**config.mk**
```make
export PLATFORM = sky130hd
export DESIGN_NAME = c2p_back
export DESIGN_NICKNAME = d
export VERILOG_FILES = /design/src/hdl/c2p_pkg.sv /design/src/hdl/c2p_back.sv
export SDC_FILE = /design/constraint.sdc
export NUM_CORES = 1
export LEC_CHECK = 0
export BUFFER_PORTS_ARGS = -buffer_cell sky130_fd_sc_hd__buf_2
export CORE_MARGIN = 2
export CORE_UTILIZATION = 50
export DETAILED_ROUTE_END_ITERATION = 10
export PLACE_DENSITY = 0.73
export SETUP_SLACK_MARGIN = 0.2
export SYNTH_ARGS = -nofsm -noshare
export SYNTH_HDL_FRONTEND = slang
export SYNTH_SLANG_ARGS = --single-unit
```
**constraint.sdc**
```tcl
create_clock -name clk -period 5.1 [get_ports clk]
set_clock_uncertainty 0.2 [all_clocks]
set_input_delay 0.51 -clock clk [delete_from_list [all_inputs] [get_ports clk]]
set_output_delay 0.51 -clock clk [all_outputs]
set_load 0.02 [all_outputs]
```
**src/hdl/c2p_pkg.sv**
```systemverilog
// ---------------------------------------------------------------------------
// c2p_pkg: shared types and constants for the cartesian to polar converter
// Holds the per-item control bundle, the arctangent table of the rotation
// cells and the fixed angle codes used by the output stage.
// ---------------------------------------------------------------------------
`default_nettype none

package c2p_pkg;

	// number of rotation cells that resolve the angle
	localparam int CORDIC_STAGES = 20;
	// fraction bits added to the coordinates before rotation
	localparam int ANGLE_SCALE_BITS = 24;
	// coordinate width plus this gives the rotation datapath width
	localparam int CORDIC_EXTRA = 27;
	// accumulated angle, signed, in 1/32768 degree
	localparam int Z_WIDTH = 24;
	// width of the quadrant sum before dropping the guard bits
	localparam int TOT_WIDTH = 24;
	localparam int ANGLE_GUARD = 8;

	// per-item control bundle carried alongside the datapath
	typedef struct packed {
		logic valid;
		logic x_neg;
		logic y_neg;
		logic x_zero;
		logic y_zero;
	} item_ctl_t;

	// atan(2^-i) in 1/32768 degree, rounded
	localparam logic signed [Z_WIDTH-1:0] ATAN_TABLE [0:CORDIC_STAGES-1] = '{
		24'sd1474560, 24'sd870484, 24'sd459940, 24'sd233473, 24'sd117189,
		24'sd58652,   24'sd29333,  24'sd14667,  24'sd7334,   24'sd3667,
		24'sd1833,    24'sd917,    24'sd458,    24'sd229,    24'sd115,
		24'sd57,      24'sd29,     24'sd14,     24'sd7,      24'sd4
	};

	// quarter turn in fine units, the clamp limit of the first-quadrant angle
	localparam logic signed [Z_WIDTH-1:0] FINE_DEG90 = 24'sd2949120;

	// quadrant bases in fine units with the rounding half already folded in
	localparam logic [TOT_WIDTH-1:0] HALF_LSB     = 24'd128;
	localparam logic [TOT_WIDTH-1:0] BASE_DEG180  = 24'd5898368;
	localparam logic [TOT_WIDTH-1:0] BASE_DEG360  = 24'd11796608;

	// output angle codes in 1/128 degree
	localparam logic [15:0] ANGLE_DEG0   = 16'd0;
	localparam logic [15:0] ANGLE_DEG90  = 16'd11520;
	localparam logic [15:0] ANGLE_DEG180 = 16'd23040;
	localparam logic [15:0] ANGLE_DEG270 = 16'd34560;
	localparam logic [15:0] FULL_TURN    = 16'd46080;

	// largest magnitude the output field carries
	localparam logic [15:0] MAG_MAX = 16'hFFFF;

endpackage

`default_nettype wire

```
**src/hdl/c2p_back.sv**
```systemverilog
// ---------------------------------------------------------------------------
// c2p_back: result formatting and output register
// Rounds and saturates the root, clamps the first-quadrant angle, maps it to
// the full circle and holds the result until the receiver takes it.
// ---------------------------------------------------------------------------
`default_nettype none

module c2p_back #(
	parameter int COORD_WIDTH = 16
) (
	input  wire logic                              clk,
	input  wire logic                              arst_n,
	input  wire c2p_pkg::item_ctl_t                ctl_i,
	input  wire logic [COORD_WIDTH+1:0]            rem_i,
	input  wire logic [COORD_WIDTH-1:0]            root_i,
	input  wire logic signed [c2p_pkg::Z_WIDTH-1:0] z_i,
	input  wire logic                              polar_stall,
	output logic                                   advance,
	output logic                                   polar_valid,
	output logic [15:0]                            magnitude,
	output logic [15:0]                            angle_deg
);
	import c2p_pkg::*;

	localparam int RW = COORD_WIDTH + 2;
	localparam int MW = (COORD_WIDTH + 1 > 16) ? COORD_WIDTH + 1 : 16;

	item_ctl_t ctl_s1;
	logic out_en;
	logic round_up;
	logic [COORD_WIDTH:0] mag_w;
	logic [MW-1:0] mag_ext;
	logic [15:0] mag_d, mag_s1, code_d, code_raw;
	logic [Z_WIDTH-2:0] ang_d, ang_s1;
	logic [TOT_WIDTH-1:0] ang_ext, total;

	// output slot frees when empty or taken; the chain moves if the slot
	// frees or the formatting stage holds nothing
	assign out_en  = !polar_valid || !polar_stall;
	assign advance = out_en || !ctl_s1.valid;

	// round to nearest, saturate, clamp the angle to a quarter turn
	always_comb begin
		round_up = (rem_i > RW'(root_i));
		mag_w    = (COORD_WIDTH+1)'(root_i) + (COORD_WIDTH+1)'(round_up);
		mag_ext  = MW'(mag_w);
		mag_d    = (mag_ext > MW'(MAG_MAX)) ? MAG_MAX : mag_ext[15:0];
		if (z_i[Z_WIDTH-1]) begin
			ang_d = '0;
		end else if (z_i > FINE_DEG90) begin
			ang_d = FINE_DEG90[Z_WIDTH-2:0];
		end else begin
			ang_d = z_i[Z_WIDTH-2:0];
		end
	end

	always_ff @(posedge clk or negedge arst_n) begin
		if (!arst_n) begin
			ctl_s1 <= '0;
		end else if (advance) begin
			ctl_s1 <= ctl_i;
		end
	end

	always_ff @(posedge clk) begin
		if (advance) begin
			mag_s1 <= mag_d;
			ang_s1 <= ang_d;
		end
	end

	// quadrant mapping, drop guard bits, wrap a full turn to zero
	always_comb begin
		ang_ext = TOT_WIDTH'(ang_s1);
		case ({ctl_s1.x_neg, ctl_s1.y_neg})
			2'b00:   total = ang_ext + HALF_LSB;
			2'b10:   total = BASE_DEG180 - ang_ext;
			2'b11:   total = BASE_DEG180 + ang_ext;
			default: total = BASE_DEG360 - ang_ext;
		endcase
		code_raw = total[ANGLE_GUARD +: 16];
		if (ctl_s1.y_zero) begin
			code_d = ctl_s1.x_neg ? ANGLE_DEG180 : ANGLE_DEG0;
		end else if (ctl_s1.x_zero) begin
			code_d = ctl_s1.y_neg ? ANGLE_DEG270 : ANGLE_DEG90;
		end else if (code_raw >= FULL_TURN) begin
			code_d = ANGLE_DEG0;
		end else begin
			code_d = code_raw;
		end
	end

	// output register
	always_ff @(posedge clk or negedge arst_n) begin
		if (!arst_n) begin
			polar_valid <= 1'b0;
		end else if (out_en) begin
			polar_valid <= ctl_s1.valid;
		end
	end

	always_ff @(posedge clk) begin
		if (out_en) begin
			magnitude <= mag_s1;
			angle_deg <= code_d;
		end
	end

endmodule

`default_nettype wire

```
Word level (Yosys, flattened, before mapping)
Cells that the tools add are included. Widths: inputs -> output; s select.

Bits in registers: 77. Input bits: 66. Logic and storage cells: 36.

$add $sub $neg: 5. Order comparisons: 4. Eq/ne operators: 2. Multiplexer cells: 7. Reductions and logical operators: 7.

Operators with widths (number): $pmux 24 s3 (1); $mux 16 (4); $add 23x23->24 const A (1); $add 23x8->24 const B (1); $gt 24x23->1 const B (1); $sub 23x23->24 const A (1); $sub 24x23->24 const A (1); $mux 22 (1); $gt 18x16->1 (1); $add 16x1->17 (1); $gt 17x16->1 const B (1); $ge 16x16->1 const B (1); $mux 15 (1); $eq 2x2->1 const B (2); $logic_not 1->1 (3); $logic_not 2->1 (1); $logic_or 1x1->1 (2); $reduce_or 2->1 (1).

Logic depth before layout (Yosys ltp)
Word-level depth: 6. Depth in mapped cells: 19. Depth with buffers taken out: 18.

Worst setup path before layout
Ideal clock, no wire load.

Kind: input port to flip-flop. Start: input port root_i[3]. End: register mag_s1[13] (data pin). Arrival: 3313 ps. Required time: 4625 ps. Setup slack: 1312 ps. Stages on the path: 19. Cells stage by stage: inv_1 -> ha_1 -> a21o_1 -> a21oi_1 -> o221ai_1 -> a21oi_1 -> o21ai_0 -> a221oi_1 -> o21ai_0 -> a21boi_0 -> ha_1 -> ha_1 -> nand2_1 -> nor2_1 -> and4_1 -> clkbuf_1 -> nand3_1 -> clkbuf_1 -> o21ai_0.

Cells in the longest elaborated chain, start to end: 3.

Ends and longest elaborated chain: start: declaration (RTL line c2p_back.sv:15) `input wire logic [COORD_WIDTH-1:0] root_i,`; $gt 18x16->1 (RTL line c2p_back.sv:44) `round_up = (rem_i > RW'(root_i));`; $add 16x1->17 * (RTL line c2p_back.sv:45) `mag_w = (COORD_WIDTH+1)'(root_i) + (COORD_WIDTH+1)'(round_up);`; $gt 17x16->1 (RTL line c2p_back.sv:47) `mag_d = (mag_ext > MW'(MAG_MAX)) ? MAG_MAX : mag_ext[15:0];`; end signal: assignment (RTL line c2p_back.sv:67) `mag_s1 <= mag_d;`; end: declaration (RTL line c2p_back.sv:33) `logic [15:0] mag_d, mag_s1, code_d, code_raw;`.

Every way passes the cells marked *; elsewhere a longest branch is shown, timed or not. A chain may end at the register's enable or synchronous reset.

Worst setup path in the final report
Ends and elaborated chain as after synthesis.

==> metrics.md <==
| Metric | Value |
|---|---|
| Final Wtd Congestion | `0.897` |
| DP Area | `5190 um2` |
| Synth Area in Adders | `0.0870` |
| Vias in the first global route | `3395` |
| Int Pwr | `0.00115 W` |
| Remaining Overflow, GRT | `0` |
| Placed insts | `628` |
| Clock tree root buffer cell | `clkbuf_8` |
| Syn_area_per_cell | `10.7 um2` |
| Ratio of cells with drive above 1 in the final layout | `0.255` |
| Die W | `99.9 um` |
| Period utilization | `0.748` |
| Critical path cell sequence | `buf_2 > inv_1 > ha_1 > a21o_1 > a21oi_1 > o221ai_1 > a21oi_1 > o21ai_0 > a221oi_1 > o21ai_0 > a21boi_0 > ha_1 > ha_1 > nand2_1 > nor2_1 > and4_1 > nand3_1 > o21ai_0` |
| Hold Path Class | `input pin to flop` |
| Synthesized cell area | `4600 um2` |
| Setup TNS Final | `0 ns` |
| Worst Path Arrival | `3.69 ns` |
| Slew headroom | `0.252` |
| CTS tree | `built` |
| EDFF count, synth | `71` |
| Post-route ant nets | `0` |
| Leakage | `2.32 nW` |
| Yosys reg bits | `77` |
| FF/Latch Area | `2280 um2` |
| Multiplexer share of the synthesized area | `0.0144` |
| Post-Synth Simple-Gate Area | `0.182` |
| P&R area growth vs syn | `17.1%` |
| Worst-Skew Late Latency | `0.35 ns` |
| Final WS setup | `1.29 ns` |
| Worst-margin pin slew | `1.12 ns` |
| Avg Vias per Cell | `5.44` |
| Crit path launch type | `input pin` |
| WL/cell | `14.7 um` |
| Final Max Tran Viols | `0` |
| First-pass GRT wire length | `15.7 mm` |
| FMAX | `262 MHz` |
| CP top delay family | `compound AO/OA/AOI/OAI gates` |
| Flop2flop setup slack | `1.32 ns` |
| Antenna violations before repair | `0` |
| CP max stage delay | `0.38 ns` |
| Total Die Area | `9990 um2` |
| Asr flop ratio synth | `0.0779` |
| IO Count | `100` |
| Slowest stage cell, crit path | `nand3_1` |
| Port Buffers | `99` |
| Synth warn | `0` |
| CORE AREA | `9060 um2` |
| Crit path buf inv count | `2` |
| Final min period | `3.81 ns` |
| Largest family of logic cells by synthesized area | `simple AND/OR/NAND/NOR gates` |
| Fin nets | `627` |
| Mapped Cells | `429` |
| Core Rows | `35` |
| Crit path kind | `input pin to flop` |
| Initial DRT Pass Iterations | `5` |
| Ant. Diodes | `0` |
| Clk slew on worst S/H paths | `0.09 ns` |
| CTS Buf Count | `9` |
| Multi-input logic area | `2140 um2` |
| Final setup fails | `0` |
| Synth Area in Compound Gates | `0.131` |
| Largest net degree at the start of global routing | `48` |
| Number of max-cap violations | `0` |
| Switching part of the total | `0.334` |
| Fillers | `763` |
| WP data required | `4.98 ns` |
| Clk pwr share | `0.251` |
| Critical Path Fanout Max | `14` |
| Post-CTS resize count | `0` |
| Xor-xnor portion of the synthesized cell area | `0.0495` |
| RSZ-0062 raised after global routing | `false` |
| Initial cell density of the core | `0.508` |
| Post-Route WL | `9.51 mm` |
| Die Y | `99.9 um` |
| Initial drt markers | `185` |
| DR vias | `3509` |
| Outcome | `completed` |
| Post-CTS Setup Inserts | `0` |
| Max IR drop VDD | `155 uV` |
| Pwr dens | `319 nW/um2` |
| Tot GR Track Use | `0.200` |
| H-tree Lvls | `3` |
| Final Hold Fails | `0` |
| Fraction of the yosys area taken by sequential cells | `0.496` |
| Hpwl dp | `7.44 mm` |
| Sequential power share | `0.474` |
| Psw | `0.000574 W` |
| Fin Hold WS | `0.158 ns` |
| DRC | `0` |
| Comb pwr share | `0.275` |
| Worst slack, placed | `0.865 ns` |
| Ys flop type | `edfxtp_1` |
| # clock sinks | `77` |
| Distinct cells, synth | `63` |
| Final Instance Count excl. Fillers | `645` |
| CP Capture Type | `flop` |
| Max clock buf depth | `2` |
| Mapped Nets | `527` |
| Design area | `5390 um2` |
## layout make-up
type	count	area share
inverters	33	0.0230
multi-input cells	307	0.398
flip-flops and latches	77	0.423
repair buffers	101	0.0952
well taps	111	0.0258
clock buffers	9	0.0230
clock inverters	7	0.0118
## power groups by stage
| stage | Sequential, W | Clock [W] | Combinational (W) |
|---|---|---|---|
| after floorplan | 0.000861 | 0 | 0.000299 |
| after global routing | 0.000825 | 0.000464 | 0.000528 |
| after global placement | 0.000827 | 0 | 0.000463 |
| after CTS | 0.000816 | 0.000443 | 0.000474 |
| after detailed placement | 0.000830 | 0 | 0.000471 |
| final | 0.000815 | 0.000432 | 0.000472 |
## kinds of logic after synthesis
kind of cell	after synthesis
other cells	1
flops	77
simple gates	154
compound gates	88
fa+ha+maj	32
buf+inv	45
mux	6
xor+xnor	26
## state kept, by name, summed over array words and instances (netlist names)
name,cells
ang_s1,23
angle_deg,16
ctl_s1,5
mag_s1,16
magnitude,16
polar_valid,1
## final timing paths
check,start,end,cells after the start
worst max-delay path,root_i[3],mag_s1[13]$_SDFFCE_PN1P_,18
worst min-delay path,ctl_i[4],ctl_s1[4]$_DFFE_PN0P_,2
worst max register to register,ctl_s1[2]$_DFFE_PN0P_,angle_deg[3]$_SDFFCE_PP0P_,11
worst min register to register,mag_s1[5]$_SDFFCE_PN1P_,magnitude[5]$_DFFE_PP_,0
max in group asynchronous,arst_n,ctl_s1[3]$_DFFE_PN0P_,2
min in group asynchronous,arst_n,ctl_s1[2]$_DFFE_PN0P_,2
## synth_stat cells (all sizes together), types with 2 or more instances
library cell,n,area share
and3,6,0.0082
and4,5,0.0095
nand3b,2,0.0033
nand4,8,0.012
nor4,9,0.015
nand2,33,0.027
mux2i,4,0.0095
a211oi,4,0.0087
mux2,2,0.0049
o221ai,2,0.0038
a21oi,27,0.029
and2,19,0.026
o31ai,2,0.0054
o21ba,2,0.0044
nand2b,5,0.0068
a21o,5,0.0082
a31oi,4,0.0087
o22ai,2,0.0027
a22oi,2,0.0033
edfxtp,71,0.46
or4,2,0.0033
o211ai,4,0.0065
ha,32,0.087
inv,33,0.027
xor2,4,0.0076
nor3,11,0.014
o21ai,21,0.025
buf,5,0.0068
xnor2,22,0.042
nor2,30,0.024
dfrtp,6,0.033
nand3,17,0.018
nor2b,3,0.0041
clkbuf,7,0.0057
## cell usage in the layout (no fill, tap or decap), types with 2 or more instances in the layout
cell        synthesis  final
o221ai_1            2      2
mux2_2              2      2
nor2b_1             3      3
a31oi_1             3      3
o211ai_1            4      4
nand2b_1            5      5
nand2_1            33     33
or4_1               2      2
a22oi_1             2      2
nand3b_1            2      2
o31ai_2             2      2
o21ai_0            19     19
mux2i_1             3      3
ha_1               32     32
o22ai_1             2      2
a211oi_2            2      2
a21oi_1            27     27
inv_8               0      2
edfxtp_1           71     71
inv_1              33     33
and2_1             19     19
xnor2_1            22     22
nor4_1              8      8
and4_1              5      5
nand3_1            17     16
o21ba_2             2      2
nor2_1             30     30
a211oi_1            2      2
nand4_1             7      7
nor3_1              9      9
xor2_1              4      4
a21o_1              5      5
clkinvlp_4          0      2
inv_6               0      2
dfrtp_1             6      6
nor3_2              2      2
and3_1              6      6
clkbuf_8            0      9
buf_2               1     99
## stage by stage
stage,power [W],utilization
after CTS,0.00173,0.594
after global placement,0.00129,0.573
after detailed placement,0.00130,0.573
after global routing,0.00182,0.594
after floorplan,0.00116,-
final,0.00172,0.594
## metal layers
layer  routed length [um]  global-route usage  share of wire
met5                    0                   0              0
met2                 4590               0.327           0.48
met1                 4170               0.257           0.44
met3                  487              0.0501          0.051
met4                  261              0.0790          0.027
## what timing repair did
| item | in CTS | in global routing |
|---|---|---|
| setup endpoints to repair | 0 | 0 |
| endpoints found under the hold margin | 6 | 0 |
| hold buffers | 1 | 0 |
No activity file was read; power rests on OpenSTA's default activity.
