### src/hdl/c2p_pkg.sv
// ---------------------------------------------------------------------------
// c2p_pkg: shared types and constants for the cartesian to polar converter
// Holds the per-item control bundle, the arctangent table of the rotation
// cells and the fixed angle codes used by the output stage.
// ---------------------------------------------------------------------------
`default_nettype none

package c2p_pkg;

	// number of rotation cells that resolve the angle
	localparam int CORDIC_STAGES = 20;
	// fraction bits added to the coordinates before rotation
	localparam int ANGLE_SCALE_BITS = 24;
	// coordinate width plus this gives the rotation datapath width
	localparam int CORDIC_EXTRA = 27;
	// accumulated angle, signed, in 1/32768 degree
	localparam int Z_WIDTH = 24;
	// width of the quadrant sum before dropping the guard bits
	localparam int TOT_WIDTH = 24;
	localparam int ANGLE_GUARD = 8;

	// per-item control bundle carried alongside the datapath
	typedef struct packed {
		logic valid;
		logic x_neg;
		logic y_neg;
		logic x_zero;
		logic y_zero;
	} item_ctl_t;

	// atan(2^-i) in 1/32768 degree, rounded
	localparam logic signed [Z_WIDTH-1:0] ATAN_TABLE [0:CORDIC_STAGES-1] = '{
		24'sd1474560, 24'sd870484, 24'sd459940, 24'sd233473, 24'sd117189,
		24'sd58652,   24'sd29333,  24'sd14667,  24'sd7334,   24'sd3667,
		24'sd1833,    24'sd917,    24'sd458,    24'sd229,    24'sd115,
		24'sd57,      24'sd29,     24'sd14,     24'sd7,      24'sd4
	};

	// quarter turn in fine units, the clamp limit of the first-quadrant angle
	localparam logic signed [Z_WIDTH-1:0] FINE_DEG90 = 24'sd2949120;

	// quadrant bases in fine units with the rounding half already folded in
	localparam logic [TOT_WIDTH-1:0] HALF_LSB     = 24'd128;
	localparam logic [TOT_WIDTH-1:0] BASE_DEG180  = 24'd5898368;
	localparam logic [TOT_WIDTH-1:0] BASE_DEG360  = 24'd11796608;

	// output angle codes in 1/128 degree
	localparam logic [15:0] ANGLE_DEG0   = 16'd0;
	localparam logic [15:0] ANGLE_DEG90  = 16'd11520;
	localparam logic [15:0] ANGLE_DEG180 = 16'd23040;
	localparam logic [15:0] ANGLE_DEG270 = 16'd34560;
	localparam logic [15:0] FULL_TURN    = 16'd46080;

	// largest magnitude the output field carries
	localparam logic [15:0] MAG_MAX = 16'hFFFF;

endpackage

`default_nettype wire

### src/hdl/c2p_cell.sv
// ---------------------------------------------------------------------------
// c2p_cell: one cell of the converter chain
// Resolves one bit of the integer square root and performs one vectoring
// rotation; cells past the end of either job pass that part through.
// ---------------------------------------------------------------------------
`default_nettype none

module c2p_cell #(
	parameter int COORD_WIDTH = 16,
	parameter int STAGE       = 0
) (
	input  wire logic                                            clk,
	input  wire logic                                            arst_n,
	input  wire logic                                            en,
	input  wire c2p_pkg::item_ctl_t                              ctl_i,
	input  wire logic [2*COORD_WIDTH-1:0]                        rad_i,
	input  wire logic [COORD_WIDTH+1:0]                          rem_i,
	input  wire logic [COORD_WIDTH-1:0]                          root_i,
	input  wire logic signed [COORD_WIDTH+c2p_pkg::CORDIC_EXTRA-1:0] cx_i,
	input  wire logic signed [COORD_WIDTH+c2p_pkg::CORDIC_EXTRA-1:0] cy_i,
	input  wire logic signed [c2p_pkg::Z_WIDTH-1:0]              z_i,
	output c2p_pkg::item_ctl_t                                   ctl_q,
	output logic [2*COORD_WIDTH-1:0]                             rad_q,
	output logic [COORD_WIDTH+1:0]                               rem_q,
	output logic [COORD_WIDTH-1:0]                               root_q,
	output logic signed [COORD_WIDTH+c2p_pkg::CORDIC_EXTRA-1:0] cx_q,
	output logic signed [COORD_WIDTH+c2p_pkg::CORDIC_EXTRA-1:0] cy_q,
	output logic signed [c2p_pkg::Z_WIDTH-1:0]                  z_q
);
	import c2p_pkg::*;

	localparam int RW = COORD_WIDTH + 2;
	localparam int CW = COORD_WIDTH + CORDIC_EXTRA;

	logic [2*COORD_WIDTH-1:0] rad_d;
	logic [RW-1:0]            rem_d;
	logic [COORD_WIDTH-1:0]   root_d;
	logic signed [CW-1:0]     cx_d, cy_d;
	logic signed [Z_WIDTH-1:0] z_d;

	// one digit of the restoring square root
	if (STAGE < COORD_WIDTH) begin : g_root
		logic [RW-1:0] rem_sh, trial;
		logic          fits;
		always_comb begin
			rem_sh = {rem_i[RW-3:0], rad_i[2*COORD_WIDTH-1 -: 2]};
			trial  = {root_i, 2'b01};
			fits   = (rem_sh >= trial);
			rem_d  = fits ? (rem_sh - trial) : rem_sh;
			root_d = {root_i[COORD_WIDTH-2:0], fits};
			rad_d  = {rad_i[2*COORD_WIDTH-3:0], 2'b00};
		end
	end else begin : g_root_pass
		assign rem_d  = rem_i;
		assign root_d = root_i;
		assign rad_d  = rad_i;
	end

	// one vectoring rotation, driving y toward zero
	if (STAGE < CORDIC_STAGES) begin : g_rot
		logic signed [CW-1:0] dx, dy;
		logic                 up;
		always_comb begin
			dx = cy_i >>> STAGE;
			dy = cx_i >>> STAGE;
			up = !cy_i[CW-1] && (cy_i != '0);
			if (up) begin
				cx_d = cx_i + dx;
				cy_d = cy_i - dy;
				z_d  = z_i + ATAN_TABLE[STAGE];
			end else begin
				cx_d = cx_i - dx;
				cy_d = cy_i + dy;
				z_d  = z_i - ATAN_TABLE[STAGE];
			end
		end
	end else begin : g_rot_pass
		assign cx_d = cx_i;
		assign cy_d = cy_i;
		assign z_d  = z_i;
	end

	// control bundle
	always_ff @(posedge clk or negedge arst_n) begin
		if (!arst_n) begin
			ctl_q <= '0;
		end else if (en) begin
			ctl_q <= ctl_i;
		end
	end

	// cell datapath registers
	always_ff @(posedge clk) begin
		if (en) begin
			rad_q  <= rad_d;
			rem_q  <= rem_d;
			root_q <= root_d;
			cx_q   <= cx_d;
			cy_q   <= cy_d;
			z_q    <= z_d;
		end
	end

endmodule

`default_nettype wire

### config.mk
export PLATFORM = sky130hd
export DESIGN_NAME = c2p_cell
export DESIGN_NICKNAME = d
export VERILOG_FILES = /design/src/hdl/c2p_pkg.sv /design/src/hdl/c2p_cell.sv
export SDC_FILE = /design/constraint.sdc
export NUM_CORES = 1
export LEC_CHECK = 0
export ABC_AREA = 1
export BUFFER_PORTS_ARGS = -buffer_cell sky130_fd_sc_hd__buf_4
export CAP_MARGIN = 15
export CORE_MARGIN = 2
export CORE_UTILIZATION = 25
export CTS_CLUSTER_DIAMETER = 60
export DETAILED_ROUTE_END_ITERATION = 8
export MAX_ROUTING_LAYER = met4
export PLACE_DENSITY = 0.46
export SLEW_MARGIN = 25
export SYNTH_ARGS = -nofsm -noshare
export SYNTH_HDL_FRONTEND = slang
export SYNTH_SLANG_ARGS = --single-unit
### constraint.sdc
create_clock -name clk -period 0.8 [get_ports clk]
set_input_delay 0 -clock clk [delete_from_list [all_inputs] [get_ports clk]]
set_output_delay 0 -clock clk [all_outputs]
set_load 0.02 [all_outputs]
### Yosys cells after proc, flatten, opt, wreduce, memory -nomap -nowiden

Index checks and enable logic that the tools add are counted.
W data, S select, Z words.

| word-level totals | value |
|---|---|
| register bits | 179 |

| cells by class | value |
|---|---|
| magnitude comparators | 1 |
| reduce and logical (&&, ||, !) cells | 3 |
| add/sub/neg operators | 6 |
| muxes and demuxes | 4 |

Operator list:

| kind | count |
|---|---|
| $mux W43 | 2 |
| $sub A43 B43 Y43 | 2 |
| $add A43 B43 Y43 | 1 |
| $reduce_bool A43 Y1 | 1 |
| $add A24 B22 Y24 const B | 1 |
| $mux W24 | 1 |
| $sub A24 B22 Y24 const B | 1 |
| $ge A18 B18 Y1 | 1 |
| $mux W18 | 1 |
| $sub A18 B18 Y18 | 1 |
| $logic_and A1 B1 Y1 | 1 |
| $logic_not A1 Y1 | 1 |

### Logic depth before layout (Yosys ltp)

Gate-level depths: netlist of run 1.

| depth | value |
|---|---|
| depth in word-level cells | 3 |
| depth in mapped cells | 18 |
| gate-level depth less buffers | 17 |

### Worst setup path before layout of run 1

OpenSTA, ideal clock, no wires.

| timing path | value |
|---|---|
| path kind | input -> register |
| from | in cy_i[1] (netlist name) |
| to | reg z_q[23] (netlist name), data pin |
| arrival | 2.020 ns |
| cell stages on the path | 16 |
| path buffers | 2 |
| setup slack | -1.472 ns |
| cell sequence | inv_1 > nand4_1 > nor3_1 > nand4_1 > nand2_1 > inv_2 > buf_2 > clkbuf_1 > ha_1 > inv_1 > o21ai_0 > a221oi_1 > and2_0 > inv_1 > nand2_1 > nand2_1 |

| between the ends | value |
|---|---|
| cells in the longest elaborated chain, start to end | 3 |

RTL lines:

| item | RTL line | text |
|---|---|---|
| from (decl) | c2p_cell.sv:20 | `input wire logic signed [COORD_WIDTH+c2p_pkg::CORDIC_EXTRA-1:0] cy_i,` |
| $reduce_bool A43 Y1 | c2p_cell.sv:66 | `up = !cy_i[CW-1] && (cy_i != '0);` |
| $logic_and A1 B1 Y1 | c2p_cell.sv:66 |  |
| $mux W24 | c2p_cell.sv:67 | `if (up) begin` |
| named net z_d[23] | c2p_cell.sv:39 | `logic signed [Z_WIDTH-1:0] z_d;` |
| to (signal assigned) | c2p_cell.sv:100 | `z_q <= z_d;` |
| to (decl) | c2p_cell.sv:28 | `output logic signed [c2p_pkg::Z_WIDTH-1:0] z_q` |

The timed path passes the listed nets, and every way through them passes these cells.
A chain may end at the register's enable or synchronous reset.

### Worst setup path in the final report of run 1

| timing path | value |
|---|---|
| from | in cy_i[15] (netlist name) |
| to | reg z_q[22] (netlist name), data pin |

The elaborated chain is that of the path after synthesis.

==> flow_metrics.py, run 1 <==
metrics = {
    "critical_path": {
        "crit_path_cell_trace": "buf_4 -> inv_1 -> nand4_1 -> nor2_2 -> buf_4 -> nand4_1 -> buf_6 -> nand2_8 -> inv_8 -> ha_4 -> a21oi_2 -> nand2_2 -> nand4_1 -> o211ai_1 -> xor2_1",
        "critPathRequiredTime_ns": 1.03,
        "cpMostUsedCell": "nand4_1",
        "end_kind": "flop",
        "crit_arrival_ns": 2.09,
        "crit_path_start_kind": "input port",
        "crit_path_max_incr_delay_ns": 0.23,
        "crit_type": "in -> reg",
        "critPathSlowestCell": "ha_4",
        "path_max_fanout": 5,
    },
    "placed_design": {
        "port_buffers": 360,
        "dp_hpwl_um": 73700,
        "dp_slack_ns": -1.72,
        "place.gp.congestion": 0.968,
        "dp.cells": 4474,
        "place_area_um2": 28400,
    },
    "clock_network": {
        "cts_sinks": 178,
        "cts_tree": "built",
        "h-tree-depth": 4,
        "cts_made_buffers": 17,
        "clk_pin_slew_ns": 0.08,
        "clock-root-buffer": "clkbuf_16",
        "cts.hold.buffers_added": 88,
        "cts_buffer_depth": 2,
        "clk_latency_ns": 0.48,
    },
    "routing": {
        "drt-initial-drc-count": 1129,
        "viasPerCell": 4.52,
        "wl_um": 86300,
        "ant_nets": 0,
        "drcViolationCount": 0,
        "wl_per_cell_um": 18.8,
        "dr_total_vias": 20800,
        "firstDrtPassIters": 6,
    },
    "sta": {
        "fin_tns_setup_ns": -131.18,
        "holdWs_ns": -0.0853,
        "finalWorstSetupSlack_ns": -1.05,
        "report.final.slew_viol_count": 0,
        "period_needed_ns": 1.85,
        "worst_pin_slew_ns": 0.709,
        "clock.fmax_mhz": 539,
        "period_share_pct": 232,
        "rsz0062_at_grt": "yes",
        "final_hold_viol_count": 1,
        "setup_viol": 291,
        "relSlewSlack_pct": 52.7,
        "skew_ns": 0,
    },
    "synth": {
        "seq_area_frac_synth_pct": 30.6,
        "ys.flop_type": "edfxtp_1",
        "ys.warnings.count": 0,
        "synth-edff-count": 173,
        "yosysTopAreaCellShare_pct": 29.9,
        "yosys.area.top_type": "edfxtp_1",
        "syn_avg_cell_area_um2": 6.70,
        "synth_area_leaders": "edfxtp_1 30%, nand2_1 17%, ha_1 11%",
        "ys_types": 43,
        "ys_seq_elements": 178,
        "syn_area_um2": 17400,
        "synthArstFlopShare_pct": 2.81,
        "postSynthCellCount": 2592,
    },
    "floorplan": {
        "core_um2": 68700,
        "dieArea_um2": 71600,
        "fp.dieH_um": 268,
        "start_util_pct": 25.3,
        "die_w_um": 268,
        "fp-row-count": 96,
        "ios": 365,
    },
    "grt": {
        "grt_pass1_wl_um": 127000,
        "grt-ovfl-total": 0,
        "grtUsageTotal_pct": 24.6,
        "antenna_found_initial": 0,
        "grt_pass1_vias": 21100,
        "grt_max_degree": 49,
    },
    "power": {
        "p_leak_nw": 14.9,
        "total_power_mw": 43.4,
        "power.density_nw_per_um2": 1410,
        "ir_worst_vdd_v": 0.00126,
    },
    "min_path": {
        "hold_path.class": "in -> reg",
    },
    "final_layout": {
        "syn2layout_area_growth_pct": 77.5,
        "design_area_um2": 30800,
        "fillers": 6938,
        "drive_gt1_share_pct": 45.0,
        "antennaDiodeCount": 0,
        "layout.cells.non_filler": 4601,
        "num-nets-final": 3996,
        "postLayoutCoreUtil_pct": 44.9,
    },
    "run_status": {
        "violations": "hold timing, setup timing",
        "outcome": "finished with violations",
    },
    "flow_run": {
        "maxCapViolCount": 0,
    },
}
[repair_timing]
| item | in CTS | in global routing |
|---|---|---|
| resized for setup | 144 | 100 |
| setup buffers | 3 | 6 |
| pin swaps | 38 | 19 |
| endpoints found under the hold margin | 92 | 1 |
| endpoints found under the setup margin | 290 | 290 |
[cell usage in the layout (no fill, tap or decap), types with 13 or more instances in the layout]
cell type | synthesis | layout
nor2_2 | 10 | 47
inv_8 | 0 | 13
nand4_1 | 39 | 39
o21ai_1 | 9 | 48
ha_4 | 0 | 59
ha_1 | 151 | 91
nand2_1 | 801 | 682
o21bai_1 | 24 | 24
nor2_4 | 1 | 83
buf_4 | 28 | 945
nand3_1 | 219 | 189
edfxtp_1 | 173 | 173
o21ai_0 | 126 | 61
buf_6 | 1 | 50
a21oi_2 | 15 | 65
inv_2 | 1 | 68
nand3_2 | 0 | 26
buf_12 | 0 | 22
inv_4 | 0 | 18
dlygate4sd3_1 | 0 | 88
nor2_1 | 271 | 152
inv_1 | 403 | 296
nand2_2 | 6 | 77
clkbuf_16 | 0 | 17
xor2_1 | 45 | 42
o21ai_2 | 0 | 18
a21oi_1 | 154 | 93
nand2_4 | 0 | 42
[Yosys cell counts (all sizes together), types with 5 or more instances]
| cell type | n |
|---|---|
| nand4 | 39 |
| a21oi | 169 |
| xnor2 | 10 |
| nand2 | 807 |
| nor2 | 282 |
| buf | 53 |
| clkbuf | 11 |
| nand3 | 220 |
| o21ai | 135 |
| nor3 | 16 |
| mux2 | 5 |
| dfrtp | 5 |
| and2 | 8 |
| ha | 151 |
| edfxtp | 173 |
| xor2 | 45 |
| inv | 404 |
| o21bai | 24 |
| nand3b | 7 |
[worst max-delay path, delay by kind of cell]
family	cells	cell delay [ns]
simple gates	6	0.83
buf+inv	5	0.57
fa+ha+maj	1	0.23
compound gates	2	0.26
xor+xnor	1	0.18
[logic make-up (layout without fill, tap and decap cells)]
group,Yosys count,after routing,share of synthesized area (%)
and+or+nand+nor,1384,1384,32.9
adders and majority gates,155,155,11.3
AOI/OAI and AO/OA,346,346,10.9
muxes,5,5,0.324
buffers and inverters,468,1545,11.1
other,1,2,0.0216
DFF,178,178,30.6
xor gates and xnor gates,55,55,2.77
[per-layer routing]
layer | GRT usage (%) | part of all wire [%] | routed length, um
met1 | 29.9 | 44 | 37700
met2 | 43.1 | 50 | 42900
met3 | 3.23 | 4.7 | 4080
met4 | 5.22 | 2.0 | 1710
met5 | - | 0 | 0
[state kept, by name (all words and copies together), names as in the netlist]
name / count
cx_q: 43
cy_q: 42
rad_q: 30
z_q: 24
rem_q: 18
root_q: 16
ctl_q: 5
[power breakdown]
| part | total, mW | leakage [nW] | switching [mW] | internal [mW] |
|---|---|---|---|---|
| sequential | 12.2 | 1.74 | 0.517 | 11.7 |
| clock | 9.52 | 0.301 | 5.18 | 4.34 |
| combinational | 21.7 | 12.8 | 12.0 | 9.70 |
| total | 43.4 | 14.9 | 17.6 | 25.7 |
[cell type report]
| type | instances | area (um2) | area share (%) |
|---|---|---|---|
| Multi-Input combinational cell | 1947 | 12900 | 42.0 |
| Timing Repair Buffer | 1109 | 9050 | 29.4 |
| Sequential cell | 178 | 5330 | 17.3 |
| Inverter | 404 | 1720 | 5.58 |
| Tap cell | 931 | 1160 | 3.78 |
| Clock buffer | 17 | 425 | 1.38 |
| Clock inverter | 15 | 196 | 0.637 |
[path summary, 6_finish.rpt]
check,to,cells past startpoint,startpoint,slack [ns]
worst min-delay path,z_q[16],2,z_i[16],-0.09
worst max-delay path,z_q[22],15,cy_i[15],-1.05
worst max register to register,ctl_q[4],1,ctl_q[4],0.02
max in group asynchronous,ctl_q[0],3,arst_n,0.13
min in group asynchronous,ctl_q[3],3,arst_n,0.44
worst min register to register,ctl_q[2],1,ctl_q[2],0.52
Note: power is estimated with default switching activity, not from simulation.
==> run 2: changes to the inputs <==
==> constraint.sdc (replaced) <==
create_clock -name clk -period 2.2 [get_ports clk]
set_input_delay 0 -clock clk [delete_from_list [all_inputs] [get_ports clk]]
set_output_delay 0 -clock clk [all_outputs]
set_load 0.02 [all_outputs]
==> run 2 against run 1 <==
The run now ends clean. Routed wire length decreased by 8.3%. Sequential cell count unchanged. Highest routed layer unchanged. Register-to-register slack improved by 1.4 ns. Largest cell class unchanged. Clock-buffer cell count unchanged. Critical endpoint is now rem_q[3].
==> flow_metrics.py, run 2 (synthesized netlist as in run 1, its figures left out) <==
metrics = {
    "routing": {
        "viasPerCell": 4.46,
        "ant_nets": 0,
        "dr_total_vias": 19800,
        "drcViolationCount": 0,
        "wl_per_cell_um": 17.8,
        "drt-initial-drc-count": 1248,
        "firstDrtPassIters": 5,
        "wl_um": 79200,
    },
    "sta": {
        "worst_pin_slew_ns": 0.676,
        "relSlewSlack_pct": 55.0,
        "holdWs_ns": 0.0433,
        "skew_ns": 0,
        "period_needed_ns": 2.07,
        "final_hold_viol_count": 0,
        "setup_viol": 0,
        "report.final.slew_viol_count": 0,
        "rsz0062_at_grt": "no",
        "fin_tns_setup_ns": 0,
        "finalWorstSetupSlack_ns": 0.132,
        "clock.fmax_mhz": 483,
        "period_share_pct": 94.0,
    },
    "clock_network": {
        "cts_made_buffers": 17,
        "clk_latency_ns": 0.49,
        "cts_sinks": 178,
        "cts_buffer_depth": 2,
        "clock-root-buffer": "clkbuf_16",
        "clk_pin_slew_ns": 0.08,
        "h-tree-depth": 4,
        "cts_setup_buffers": 0,
        "cts_tree": "built",
    },
    "grt": {
        "grt_max_degree": 54,
        "grt_pass1_wl_um": 115000,
        "grt-ovfl-total": 0,
        "grt.met1_usage_pct": 27.3,
        "grt-busiest-layer": "met2",
        "gr-usage-met3_pct": 2.64,
        "antenna_found_initial": 1,
        "grtUsageTotal_pct": 22.4,
        "use_met2_pct": 38.6,
        "grt_pass1_vias": 19500,
    },
    "floorplan": {
        "core_um2": 68700,
        "fp.dieH_um": 268,
        "dieArea_um2": 71600,
        "die_w_um": 268,
        "fp-row-count": 96,
        "ios": 365,
        "start_util_pct": 25.3,
    },
    "final_layout": {
        "drive_gt1_share_pct": 26.8,
        "num-nets-final": 3831,
        "final_cell_mix": "844 x buf_4, 799 x nand2_1, 403 x inv_1",
        "design_area_um2": 26200,
        "syn2layout_area_growth_pct": 51.1,
        "regMostFlops": "cx_q",
        "regArea_um2": 5320,
        "largest_reg_flops": 43,
        "multi_input_area_um2": 10200,
        "fillers": 7468,
        "reg_top3": "cx_q (43), cy_q (42), rad_q (30)",
        "mostFrequentLayoutCell": "buf_4",
    },
    "flow_run": {
        "maxCapViolCount": 0,
    },
    "critical_path": {
        "crit_arrival_ns": 2.41,
        "rr_worst_depth": 1,
        "path_max_fanout": 16,
        "crit_path_start_kind": "input port",
        "critPathRequiredTime_ns": 2.54,
        "crit_type": "in -> reg",
        "end_kind": "flop",
    },
    "min_path": {
        "hold_path_depth": 5,
        "hold_path.class": "in -> reg",
    },
    "placed_design": {
        "port_buffers": 360,
        "place.gp.congestion": 0.997,
        "dp_slack_ns": -0.577,
        "dp_hpwl_um": 67500,
        "place_area_um2": 24700,
    },
    "power": {
        "total_power_mw": 14.1,
        "ir_worst_vdd_v": 0.000360,
        "p_leak_nw": 13.5,
        "power.density_nw_per_um2": 538,
    },
    "run_status": {
        "outcome": "finished clean",
    },
}
## run 2: cell count changes in the layout (fill, tap and decap cells not counted), sizes merged
cell and delta:
clkinv -1, inv +1, diode +1, buf -167
dlygate4sd3 +2
## run 2: per-stage QoR
stage | cells | utilization, %
floorplan | 2593 | -
global placement | 4314 | 35.9
detailed placement | 4314 | 35.9
CTS | 4436 | 38.1
global route | 4437 | 38.2
finish | 4437 | 38.2
## run 2: path summary, 6_finish.rpt
kind                       startpoint       end  slack [ns]
max reg2reg                  ctl_q[2]  ctl_q[2]        1.45
max in group asynchronous      arst_n  ctl_q[2]        1.57
max                          rem_i[3]  rem_q[3]        0.13
min in group asynchronous      arst_n  ctl_q[0]        0.44
min                          cx_i[42]  cy_q[42]        0.04
min reg2reg                  ctl_q[0]  ctl_q[0]        0.51
## run 2: layout make-up
type,count,share of cell area [%]
inverters,404,5.79
flip-flops and latches,178,20.3
multi-input cells,1947,38.9
diodes,1,0.00954
clock inverters,15,0.667
clock buffers,17,1.62
repair buffers,944,28.3
well taps,931,4.44
## run 2: worst max-delay path: stages
cell           delay, ns
dlygate4sd3_1       0.54
buf_4               0.14
ha_1                0.35
nand2_1             0.15
nor2_1              0.17
nand4_1             0.14
or3_4               0.40
nand3_4             0.16
buf_12              0.17
nor2_1              0.05
a21oi_2             0.12
## run 2: routing by layer
layer,part of all wire (%),up-vias
met5,0,-
li1,-,10100
met4,2.8,0
met2,49,605
met1,44,8958
met3,5.0,86
## run 2: timing repair
action,CTS,global route
endpoints found under the setup margin,3,34
pin swaps,0,4
gates cloned,0,0
hold buffers,90,0
endpoints found under the hold margin,95,0
gates resized for setup,1,13
## run 2: where the power goes
| group | switching [mW] | internal, mW | total [mW] |
|---|---|---|---|
| clock network | 1.80 | 1.55 | 3.36 |
| logic | 3.59 | 2.72 | 6.30 |
| registers | 0.211 | 4.25 | 4.46 |
| total | 5.60 | 8.52 | 14.1 |
